[config.mk]
export PLATFORM = sky130hd
export DESIGN_NAME = pif_div
export DESIGN_NICKNAME = d
export VERILOG_FILES = /design/src/design/pif_pkg.sv /design/src/design/pif_div.sv
export SDC_FILE = /design/constraint.sdc
export NUM_CORES = 1
export LEC_CHECK = 0
export CAP_MARGIN = 20
export CORE_AREA = 3 3 223 225
export CTS_BUF_LIST = sky130_fd_sc_hd__clkbuf_4
export DETAILED_ROUTE_END_ITERATION = 12
export DIE_AREA = 0 0 226 228
export DONT_BUFFER_PORTS = 1
export GPL_TIMING_DRIVEN = 1
export PLACE_DENSITY = 0.78
export SLEW_MARGIN = 40
export SYNTH_ARGS = -nofsm -noshare
export SYNTH_HDL_FRONTEND = slang
export SYNTH_SLANG_ARGS = --single-unit
export TNS_END_PERCENT = 1
[constraint.sdc]
create_clock -name i_clk -period 3 [get_ports i_clk]
set_input_delay 0.45 -clock i_clk [delete_from_list [all_inputs] [get_ports i_clk]]
set_output_delay 0.45 -clock i_clk [all_outputs]
set_load 0.05 [all_outputs]
[src/design/pif_pkg.sv]
package pif_pkg;

    // time step used when the register holds zero (about 0.05 s)
    localparam logic [15:0] DEFAULT_STEP  = 16'd3277;
    localparam int          TICKS_PER_SEC = 20;
    localparam logic [23:0] AGE_MAX       = 24'hFF_FFFF;
    localparam logic [16:0] ONE_Q16       = 17'd65536;

    // alpha divider: numerator 2*a*rem + limit, denominator 2*limit
    localparam int NUM_W = 34;
    localparam int DEN_W = 25;
    localparam int Q_W   = 8;

endpackage

[src/design/pif_div.sv]
module pif_div
    import pif_pkg::*;
(
    input  logic                 i_clk,
    input  logic [Q_W-1:0]       i_ld,
    input  logic [NUM_W-1:0]     i_num,
    input  logic [DEN_W-1:0]     i_den,
    output logic [Q_W-1:0]       o_quo
);

    // restoring division, one quotient bit per stage, MSB first
    logic [NUM_W-1:0] r_rem [Q_W];
    logic [DEN_W-1:0] r_den [Q_W];
    logic [Q_W-1:0]   r_quo [Q_W];

    logic [NUM_W-1:0] n_rem [Q_W];
    logic [Q_W-1:0]   n_quo [Q_W];

    always_comb begin
        for (int j = 0; j < Q_W; j++) begin
            logic [NUM_W-1:0] rem_in;
            logic [DEN_W-1:0] den_in;
            logic [Q_W-1:0]   quo_in;
            logic [NUM_W-1:0] shd;
            rem_in = (j == 0) ? i_num : r_rem[(j == 0) ? 0 : j - 1];
            den_in = (j == 0) ? i_den : r_den[(j == 0) ? 0 : j - 1];
            quo_in = (j == 0) ? '0    : r_quo[(j == 0) ? 0 : j - 1];
            shd    = NUM_W'(den_in) << (Q_W - 1 - j);
            n_quo[j] = quo_in;
            if (rem_in >= shd) begin
                n_rem[j] = rem_in - shd;
                n_quo[j][Q_W-1-j] = 1'b1;
            end else begin
                n_rem[j] = rem_in;
            end
        end
    end

    always_ff @(posedge i_clk) begin
        for (int j = 0; j < Q_W; j++) begin
            if (i_ld[j]) begin
                r_rem[j] <= n_rem[j];
                r_den[j] <= (j == 0) ? i_den : r_den[(j == 0) ? 0 : j - 1];
                r_quo[j] <= n_quo[j];
            end
        end
    end

    assign o_quo = r_quo[Q_W-1];

endmodule

# After elaboration in Yosys (flattened, before gate mapping)
# Memory sizes are Yosys's and may differ from the RTL's.
# Cells that the tools add are included.
# totals
ff_bits	0
wordCells	51
mem_count	3
input_bits	68
output_inout_bits	8
ramBits	536
# memory_table
memory	words	word_bits	rd	rd_clocked_by_memory_dff	write_ports	line	text
r_rem	8	34	7	0	8	pif_div.sv:12	logic [NUM_W-1:0] r_rem [Q_W];
r_den	8	25	7	0	8	pif_div.sv:13	logic [DEN_W-1:0] r_den [Q_W];
r_quo	8	8	8	0	8	pif_div.sv:14	logic [Q_W-1:0] r_quo [Q_W];
# op_classes
addsub	8
muxes	32
n_lt_le_gt_ge	8
# ops
operator	count
two-way mux 34 bit	8
greater-or-equal comparator 34 x 25 -> 1 bit	1
greater-or-equal comparator 34 x 26 -> 1 bit	1
greater-or-equal comparator 34 x 27 -> 1 bit	1
greater-or-equal comparator 34 x 28 -> 1 bit	1
greater-or-equal comparator 34 x 29 -> 1 bit	1
greater-or-equal comparator 34 x 30 -> 1 bit	1
greater-or-equal comparator 34 x 31 -> 1 bit	1
greater-or-equal comparator 34 x 32 -> 1 bit	1
subtractor 34 x 25 -> 34 bit	1
subtractor 34 x 26 -> 34 bit	1
subtractor 34 x 27 -> 34 bit	1
subtractor 34 x 28 -> 34 bit	1
subtractor 34 x 29 -> 34 bit	1
subtractor 34 x 30 -> 34 bit	1
subtractor 34 x 31 -> 34 bit	1
subtractor 34 x 32 -> 34 bit	1
two-way mux 1 bit	24

# Longest topological paths before layout
# Gate-level depths: netlist of the first run.
# An unclocked memory read counts as a cell.
# depth
ltp_word	3
ltp_mapped	14

# Least setup slack after synthesis of the first run
# No wires, ideal clock.
# synth_timing
kind	register to register
start	memory r_rem[4][2]
end	memory r_rem[5][19], data pin
setup_time_ns	0.260
period_less_slack_ns	3.120
stages_incl_launch_ff	14
slack_ns	-0.120
path_buffers	2
arrival_ns	2.860
required_ns	2.740
path_cell_list	edfxtp_1 -> inv_1 -> ha_1 -> inv_1 -> fa_1 -> a21o_1 -> a221oi_2 -> o21ai_0 -> a21oi_1 -> o21ai_1 -> a31oi_1 -> buf_4 -> buf_6 -> mux2_2
# synth_lines
element	line
start, declared	pif_div.sv:12

==> impl_metrics.tcl, run 1 <==
set metrics [dict create \
    r2r-start "r_den[2][0]" \
    post-route-period-util 1.039 \
    critPathMaxFanout 3 \
    fmax_mhz 320.9 \
    syn_inst 2457 \
    drc 0 \
    cts-root-buf "clkbuf_4" \
    netlist_area_mm2 0.02623 \
    final_antenna_net_count 0 \
    status "finished, violations left" \
    critPathTopFamily "compound AO/OA/AOI/OAI gates" \
    grt_pass1_wl_mm 95.04 \
    slowest_delay_ns 0.41 \
    peakVddDrop_uv 329.4 \
    wl_per_cell_um 16.45 \
    synthMuxAreaShare 0.007537 \
    critPathLaunchType "flop" \
    clock_skew_ns 0.04575 \
    startpoint "r_den[2][0]" \
    crit_arrival_ns 3.70 \
    ys_ff_latch 449 \
    rows 80 \
    synth_enable_flop_cells 449 \
    syn_nets 2732 \
    antenna_found_initial 1 \
    vias_per_cell 5.537 \
    synthXorXnorAreaFrac 0.06010 \
    slowest_stage "edfxtp_1" \
    yosysUniqueCellTypes 76 \
    cp-end-kind "flop" \
    gp_congestion 0.9810 \
    core_mm2 0.04775 \
    drive_above_1_share 0.2050 \
    failed_checks "negative setup slack" \
    hold_viol 0 \
    dieHeight_um 228 \
    hold_path.class "input pin to flop" \
    finalMaxSlewViolations 0 \
    synth_top_cell_by_area "edfxtp_1" \
    insertion_delay_ns 0.88 \
    p_per_area_mw_per_mm2 829.3 \
    ys_warn_count 0 \
    clk_pin_slew_ns 0.06 \
    setup_ws_ns -0.1165 \
    hp-start "i_num[32]" \
    grt_overflow 0 \
    fin_setup_tns_ns -2.435 \
    portBuffers 0 \
    synth_top_family_by_area "compound AO/OA/AOI/OAI gates" \
    setup_viol 39 \
    max_cap_viol_count 0 \
    syn_to_final_growth_pct 22.09 \
    drt_iter0_drc 1205 \
    fin_crit_ns 3.117 \
    yosys.area_share.simple 0.1157 \
    nets 3182 \
    syn_area_per_cell_um2 10.68 \
    rsz0062_at_grt "true" \
    crit_chain "ha_2 > fa_2 > nor2b_2 > o31a_1 > o31a_1 > o31a_1 > a31o_4 > a21boi_4 > a2111oi_2 > a21boi_2 > xor2_1" \
    start_util 0.5494 \
    cp_common_cell "o31a_1" \
    dieArea_mm2 0.05153 \
    grt_max_degree 67 \
    cp.required_ns 3.58 \
    tightest_slew_ns 0.5420 \
    numCtsBuffers 108 \
    synth_seq_area_share 0.5140 \
    grt_usage 0.2257 \
    clkSinkCount 449 \
    path_buf_inv 0 \
    routed_wl_mm 59.15 \
    cts_tree "yes" \
    fp.dieW_um 226 \
    synthFlopType "edfxtp_1" \
    synth-compound-area-share 0.1575 \
    grt_pass1_vias 20353 \
    hpwl_mm 44.02 \
    dr.pass1.iters 5 \
    crit_type "flop to flop" \
    num_vias 19912 \
    slew_headroom 0.6294 \
    cts_htree_levels 3 \
    async_flop_share 0 \
    leakagePower_nw 13.34 \
    synth_top_area_frac 0.5140 \
    synth.area.top_cells "edfxtp_1 51%, ha_1 9.5%, o21ai_0 4.5%" \
    final_cell_mix "449 x edfxtp_1, 305 x buf_4, 257 x nand2_1" \
    io_pins 76 \
    clk_path_buf_depth 3 \
    timing.hold.ws_ns 0.1011 \
    final_common_cell "edfxtp_1" \
    synthAdderAreaFrac 0.1007 \
]
-- cell families after synthesis --
family / after synthesis
AOI/OAI and AO/OA: 672
and+or+nand+nor: 631
DFF: 449
buffers and inverters: 300
adders and majority gates: 207
xor gates and xnor gates: 180
muxes: 18
-- repair_timing --
| item | in CTS | in global routing |
|---|---|---|
| cloned | 1 | 1 |
| setup buffers | 8 | 7 |
| gates resized for setup | 55 | 81 |
| hold buffers | 74 | 0 |
| endpoints found under the hold margin | 508 | 0 |
| pin swaps | 26 | 27 |
| setup endpoints to repair | 99 | 159 |
-- worst paths after layout --
kind / cells past startpoint / endpoint / slack [ns]
worst max-delay path: 11 / r_rem[3][32] / -0.12
worst min-delay path: 4 / r_quo[0][7] / 0.10
worst max register to register: 11 / r_rem[3][32] / -0.12
worst min register to register: 0 / r_quo[1][15] / 0.42
-- synth_stat cells, types with 15 or more instances --
library cell / n
edfxtp_1: 449
a31oi_1: 15
nor2b_1: 25
a211oi_1: 16
ha_1: 200
nand3_1: 39
nor3_1: 33
nor4_1: 17
clkbuf_1: 33
xnor2_1: 89
nand2b_1: 32
a21oi_1: 171
a21o_1: 87
o21bai_1: 17
o21a_1: 22
inv_1: 241
buf_2: 16
nor2_1: 101
xor2_1: 91
and3_1: 16
nand2_1: 257
o21ai_0: 236
nand4_1: 38
-- state kept, by name (all words and copies together) (netlist names) --
| name | flops |
|---|---|
| r_quo | 36 |
| r_den | 175 |
| r_rem | 238 |
-- report_power, final --
part	leakage, nW	switching, mW	internal [mW]
Sequential	4.36	0.795	8.98
Clock	0.793	2.33	2.45
Combinational	8.19	6.27	5.74
-- through the flow --
step	instance area [um2]	instances	worst slack, ns	utilization	total power, mW
after floorplan	26240	2457	0.02919	-	17.11
after global placement	29160	3321	-0.2862	0.6108	20.59
after detailed placement	29160	3321	-0.3642	0.6108	20.95
after CTS	31640	3587	-0.07328	0.6627	26.31
after global routing	32030	3596	-0.2137	0.6708	28.53
final	32030	3596	-0.1165	0.6708	26.56
-- area by class of cell --
class                      count  area, um2
tap                          615      769.5
timing repair buffer         396       3448
clock inverter                34      192.7
sequential                   449      13480
multi-input combinational   1708      12100
inverter                     244      915.9
clock buffer                 149       1119
fill                        3538      15720
antenna                        1      2.502
-- worst reg2reg max path, stage by stage, from the launching register on --
cell and delay [ns]:
edfxtp_1 0.41, ha_2 0.22, fa_2 0.38, nor2b_2 0.16, o31a_1 0.20, o31a_1 0.22
o31a_1 0.27, a31o_4 0.24, a21boi_4 0.08, a2111oi_2 0.34, a21boi_2 0.26, xor2_1 0.08
-- metal layers --
metal	vias up	GRT usage	wire length (um)
li1	9957	-	-
met1	9199	0.2476	23210
met2	583	0.4115	30610
met3	173	0.03754	2536
met4	0	0.1257	2789
met5	-	0	0
No activity file was read; power rests on OpenSTA's default activity.
==> run 2, diff against run 1 <==
Settings changed: CAP_MARGIN 20 to not set, MAX_ROUTING_LAYER set to met4, REMOVE_ABC_BUFFERS set to 1.
==> run 2 against run 1 <==
The flow still finishes with violations (negative setup slack). Maximum frequency shrank 0.26%. First-iteration DRC count rose by 3.3%. Sequential cell count stayed put. Largest cell class unchanged.
==> impl_metrics.tcl, run 2 (same netlist as run 1, synthesis figures left out) <==
set metrics [dict create \
    cts_htree_levels 3 \
    dieArea_mm2 0.05153 \
    peakVddDrop_uv 284.9 \
    final_util 0.6796 \
    clk_path_buf_depth 3 \
    placed_area_mm2 0.02944 \
    reg_top3 "r_rem: 238 flops, r_den: 175 flops, r_quo: 36 flops" \
    insertion_delay_ns 0.86 \
    failed_checks "negative setup slack" \
    largest_reg_flops 238 \
    r2r-start "r_rem[4][2]" \
    dieHeight_um 228 \
    clkSinkCount 449 \
    start_util 0.5494 \
    grt_pass1_vias 20771 \
    setup_ws_ns -0.1247 \
    crit_type "flop to flop" \
    pwr-share-seq 0.366 \
    fillers 3497 \
    hp-start "i_num[8]" \
    place_inst 3361 \
    fmax_mhz 320.0 \
    num_vias 20090 \
    fin_setup_tns_ns -0.3629 \
    wl_per_cell_um 16.44 \
    post-route-period-util 1.042 \
    antenna_found_initial 1 \
    critPathLaunchType "flop" \
    finalMaxSlewViolations 0 \
    gp_congestion 0.9845 \
    numCtsBuffers 108 \
    cts-root-buf "clkbuf_4" \
    final_antenna_net_count 0 \
    intPower_mw 17.31 \
    slowest_delay_ns 0.40 \
    portBuffers 0 \
    switchingPower_mw 9.439 \
    clock_skew_ns 0.05119 \
    drt_iter0_drc 1245 \
    power_mw 26.75 \
    nets 3225 \
    hold_viol 0 \
    crit_chain "inv_1 > ha_1 > inv_1 > fa_2 > a21o_1 > a221oi_4 > buf_4 > buf_4 > buf_4 > buf_4 > buf_4 > buf_4 > buf_4 > o21bai_1 > a21oi_1 > xor2_1 > o21ai_0" \
    grt_max_degree 67 \
    leakagePower_nw 13.56 \
    routed_wl_mm 59.91 \
    slowest_stage "edfxtp_1" \
    final_cell_mix "449 x edfxtp_1, 351 x buf_4, 257 x nand2_1" \
    fin_crit_ns 3.125 \
    rsz0062_at_grt "true" \
    vias_per_cell 5.512 \
    grt_overflow 0 \
    timing.hold.ws_ns 0.07644 \
    pwr-share-clk 0.174 \
    startpoint "r_rem[4][2]" \
    design_area_mm2 0.03245 \
    grt_usage 0.2377 \
    largest-register "r_rem" \
    max_cap_viol_count 0 \
    cts_tree "yes" \
    hpwl_mm 44.64 \
    cp-end-kind "flop" \
    p_per_area_mw_per_mm2 824.4 \
    tightest_slew_ns 0.5618 \
    fp.dieW_um 226 \
    crit_arrival_ns 3.69 \
    core_mm2 0.04775 \
    drive_above_1_share 0.2212 \
    dr.pass1.iters 5 \
    status "finished, violations left" \
    final_common_cell "edfxtp_1" \
    cp.required_ns 3.56 \
    clk_pin_slew_ns 0.07 \
    p_sw_frac 0.3528 \
    place_ws_ns -0.4797 \
    slew_headroom 0.6158 \
    critPathMaxFanout 2 \
    instances_no_fill 3645 \
    rows 80 \
    drc 0 \
    io_pins 76 \
    grt_pass1_wl_mm 96.78 \
    power_frac_comb 0.459 \
    cp_common_cell "buf_4" \
    setup_viol 17 \
    hold_path.class "input pin to flop" \
    syn_to_final_growth_pct 23.70 \
]
## run 2: worst paths after layout
| kind | end | slack, ns | depth (start not counted) |
|---|---|---|---|
| hold reg to reg | r_quo[1][23] | 0.42 | 0 |
| setup / recovery | r_rem[5][10] | -0.12 | 17 |
| hold / removal | r_rem[0][8] | 0.08 | 3 |
| setup reg to reg | r_rem[5][10] | -0.12 | 17 |
## run 2: layout make-up
cell class	count	area, um2	area share
flip-flops and latches	449	13480	0.4155
multi-input cells	1708	12220	0.3766
repair buffers	439	3747	0.1155
clock buffers	156	1171	0.03609
inverters	244	915.9	0.02823
well taps	615	769.5	0.02372
clock inverters	33	137.6	0.004242
diodes	1	2.502	0.00007712
## run 2: layer usage
layer | up-vias | global-route usage | share of wire
met1 | 9332 | 0.2493 | 0.39
met4 | 0 | 0.1231 | 0.046
met5 | - | - | 0
li1 | 10046 | - | -
met2 | 532 | 0.4301 | 0.53
met3 | 180 | 0.03510 | 0.037
## run 2: power groups by stage
stage	logic [mW]	clock network (mW)	registers (mW)
floorplan	7.48	0	9.59
global placement	11.0	0	9.86
detailed placement	11.3	0	9.89
CTS	11.8	4.85	9.77
global route	13.6	5.22	9.95
finish	12.3	4.66	9.80
## run 2: critical path: cells and delay by family, from the launching register on
family	cells	cell delay, ns
xor+xnor	1	0.19
fa+ha+maj	2	0.52
buf+inv	9	0.86
flops	1	0.40
compound gates	5	0.87
## run 2: repair_timing
item / CTS / global route
cloned: 1 / 2
buffers inserted: 11 / 7
hold buffers: 74 / 0
endpoints found under the setup margin: 118 / 155
hold endpoints to repair: 508 / 0
gates resized for setup: 58 / 94
pin swaps: 23 / 44
==> run 3, diff against run 2 <==
Settings changed: HOLD_SLACK_MARGIN set to 0.15.
==> run 3 against run 2 <==
The run still ends with negative setup slack left. Hold slack improved by 0.16 ns. Sequential power is essentially flat. Count of clock-buffer cells in the layout did not move. Worst setup slack improved by 0.013 ns. Register-to-register slack about the same. Wire length grew 0.88%. Combinational power barely moved. Global-route usage up 0.16 points. Die area unchanged. First-iteration DRC count grew 1.1%. Design area grew 0.33%. Maximum frequency grew 0.43%. Largest power group unchanged. Highest routed layer unchanged.
==> impl_metrics.tcl, run 3 (same netlist as run 1, synthesis figures left out) <==
set metrics [dict create \
    io_pins 76 \
    fillers 3482 \
    core_mm2 0.04775 \
    dieArea_mm2 0.05153 \
    switchingPower_mw 9.464 \
    reg_top3 "r_rem: 238 flops, r_den: 175 flops, r_quo: 36 flops" \
    cp.required_ns 3.57 \
    leakagePower_nw 13.59 \
    cp_common_cell "buf_4" \
    drc 0 \
    drt_iter0_drc 1259 \
    p_per_area_mw_per_mm2 822.9 \
    min_to "r_den[0][2]" \
    rows 80 \
    critPathMaxFanout 2 \
    syn_to_final_growth_pct 24.10 \
    cp-end-kind "flop" \
    finalMaxSlewViolations 0 \
    peakVddDrop_uv 281.8 \
    critPathLaunchType "flop" \
    gp_congestion 0.9845 \
    numCtsBuffers 108 \
    place_ws_ns -0.4797 \
    ff_latch_area_mm2 0.01348 \
    num_vias 20179 \
    crit_arrival_ns 3.68 \
    status "finished, violations left" \
    clock_skew_ns 0.05467 \
    final_util 0.6818 \
    final_antenna_net_count 0 \
    r2r-start "r_rem[4][2]" \
    instances_no_fill 3652 \
    slowest_delay_ns 0.40 \
    nets 3232 \
    final_cell_mix "449 x edfxtp_1, 351 x buf_4, 257 x nand2_1" \
    largest-register "r_rem" \
    pwr-share-seq 0.366 \
    cts_htree_levels 3 \
    crit_type "flop to flop" \
    grt_overflow 0 \
    grt_pass1_vias 20764 \
    largest_reg_flops 238 \
    fmax_mhz 321.4 \
    whs_path_depth 1 \
    cts-root-buf "clkbuf_4" \
    drive_above_1_share 0.2217 \
    setup_viol 20 \
    reg2reg_depth 17 \
    rrSetupSlack_ns -0.11 \
    grt_usage 0.2393 \
    multi_input_area_mm2 0.01226 \
    portBuffers 0 \
    hold_viol 0 \
    grt_pass1_wl_mm 97.28 \
    slew_headroom 0.5788 \
    wl_per_cell_um 16.55 \
    hp-start "i_den[2]" \
    grt_max_degree 67 \
    insertion_delay_ns 0.86 \
    dr.pass1.iters 5 \
    pwr-share-clk 0.174 \
    failed_checks "negative setup slack" \
    final_common_cell "edfxtp_1" \
    power_frac_comb 0.460 \
    place_inst 3361 \
    intPower_mw 17.32 \
    vias_per_cell 5.525 \
    clkSinkCount 449 \
    start_util 0.5494 \
    rsz0062_at_grt "true" \
    clk_path_buf_depth 3 \
    hold_path.class "input pin to flop" \
    post-route-period-util 1.037 \
    tightest_slew_ns 0.6159 \
    cts_tree "yes" \
    clk_pin_slew_ns 0.07 \
    slowest_stage "edfxtp_1" \
    r2r-end "r_rem[5][10]" \
    fin_crit_ns 3.111 \
    crit_chain "inv_1 > ha_1 > inv_1 > fa_2 > a21o_1 > a221oi_4 > buf_4 > buf_4 > buf_4 > buf_4 > buf_4 > buf_4 > buf_4 > o21bai_1 > a21oi_1 > xor2_1 > o21ai_0" \
    dieHeight_um 228 \
    p_sw_frac 0.3533 \
    setup_ws_ns -0.1114 \
    hpwl_mm 44.64 \
    power_mw 26.79 \
    routed_wl_mm 60.43 \
    max_cap_viol_count 0 \
    fp.dieW_um 226 \
    antenna_found_initial 1 \
]
## run 3: routing by layer
layer	up-vias	global-route usage	wire length [um]
li1	10057	-	-
met1	9352	0.2528	23280
met2	577	0.4307	31920
met3	193	0.03471	2364
met4	0	0.1253	2862
met5	-	-	0
## run 3: repair_timing
item | CTS | global route
gates cloned | 1 | 2
setup endpoints to repair | 118 | 157
hold buffers | 81 | 0
pin swaps | 23 | 45
setup buffers | 11 | 7
resized for setup | 58 | 98
endpoints found under the hold margin | 509 | 0
## run 3: power by group through the flow
| stage | Sequential, mW | Clock [mW] | Combinational, mW |
|---|---|---|---|
| after floorplan | 9.59 | 0 | 7.48 |
| after global placement | 9.86 | 0 | 11.0 |
| after detailed placement | 9.89 | 0 | 11.3 |
| after CTS | 9.77 | 4.85 | 11.8 |
| after global routing | 9.95 | 5.22 | 13.7 |
| final | 9.80 | 4.66 | 12.3 |
## run 3: how the worst max path moves through the flow
stage                startpoint      endpoint  slack [ns]  depth (start not counted)
floorplan           r_rem[4][2]  r_rem[5][19]       -1.80                         11
global placement       i_den[4]  r_rem[0][32]       -0.33                         11
detailed placement     i_num[7]  r_rem[0][29]       -0.48                         14
CTS                 r_den[3][1]  r_rem[4][20]       -0.06                         13
global route        r_rem[4][2]  r_rem[5][10]       -0.20                         17
finish              r_rem[4][2]  r_rem[5][10]       -0.11                         17
## run 3: critical path: cells and delay by family, from the launching register on
kind	cells	cell delay, ns
compound gates	5	0.87
xor+xnor	1	0.19
fa+ha+maj	2	0.52
buf+inv	9	0.85
flops	1	0.40
## run 3: final cells by class
cell class              instances  area share
diodes                          1  0.00007687
clock buffers                 156     0.03598
clock inverters                33    0.004228
inverters                     244     0.02814
multi-input cells            1708      0.3765
flip-flops and latches        449      0.4142
well taps                     615     0.02364
repair buffers                446      0.1173
## run 3: stage by stage
step | hold WS (ns) | instance area (um2) | TNS, ns
2_1_floorplan | 0.4003 | 25980 | -111.96
3_3_place_gp | 0.4016 | 29440 | -7.636
3_5_place_dp | 0.4045 | 29440 | -14.25
4_1_cts | 0.1520 | 32030 | -0.7848
5_1_grt | 0.1740 | 32550 | -6.363
6_report | 0.2407 | 32550 | -0.4584
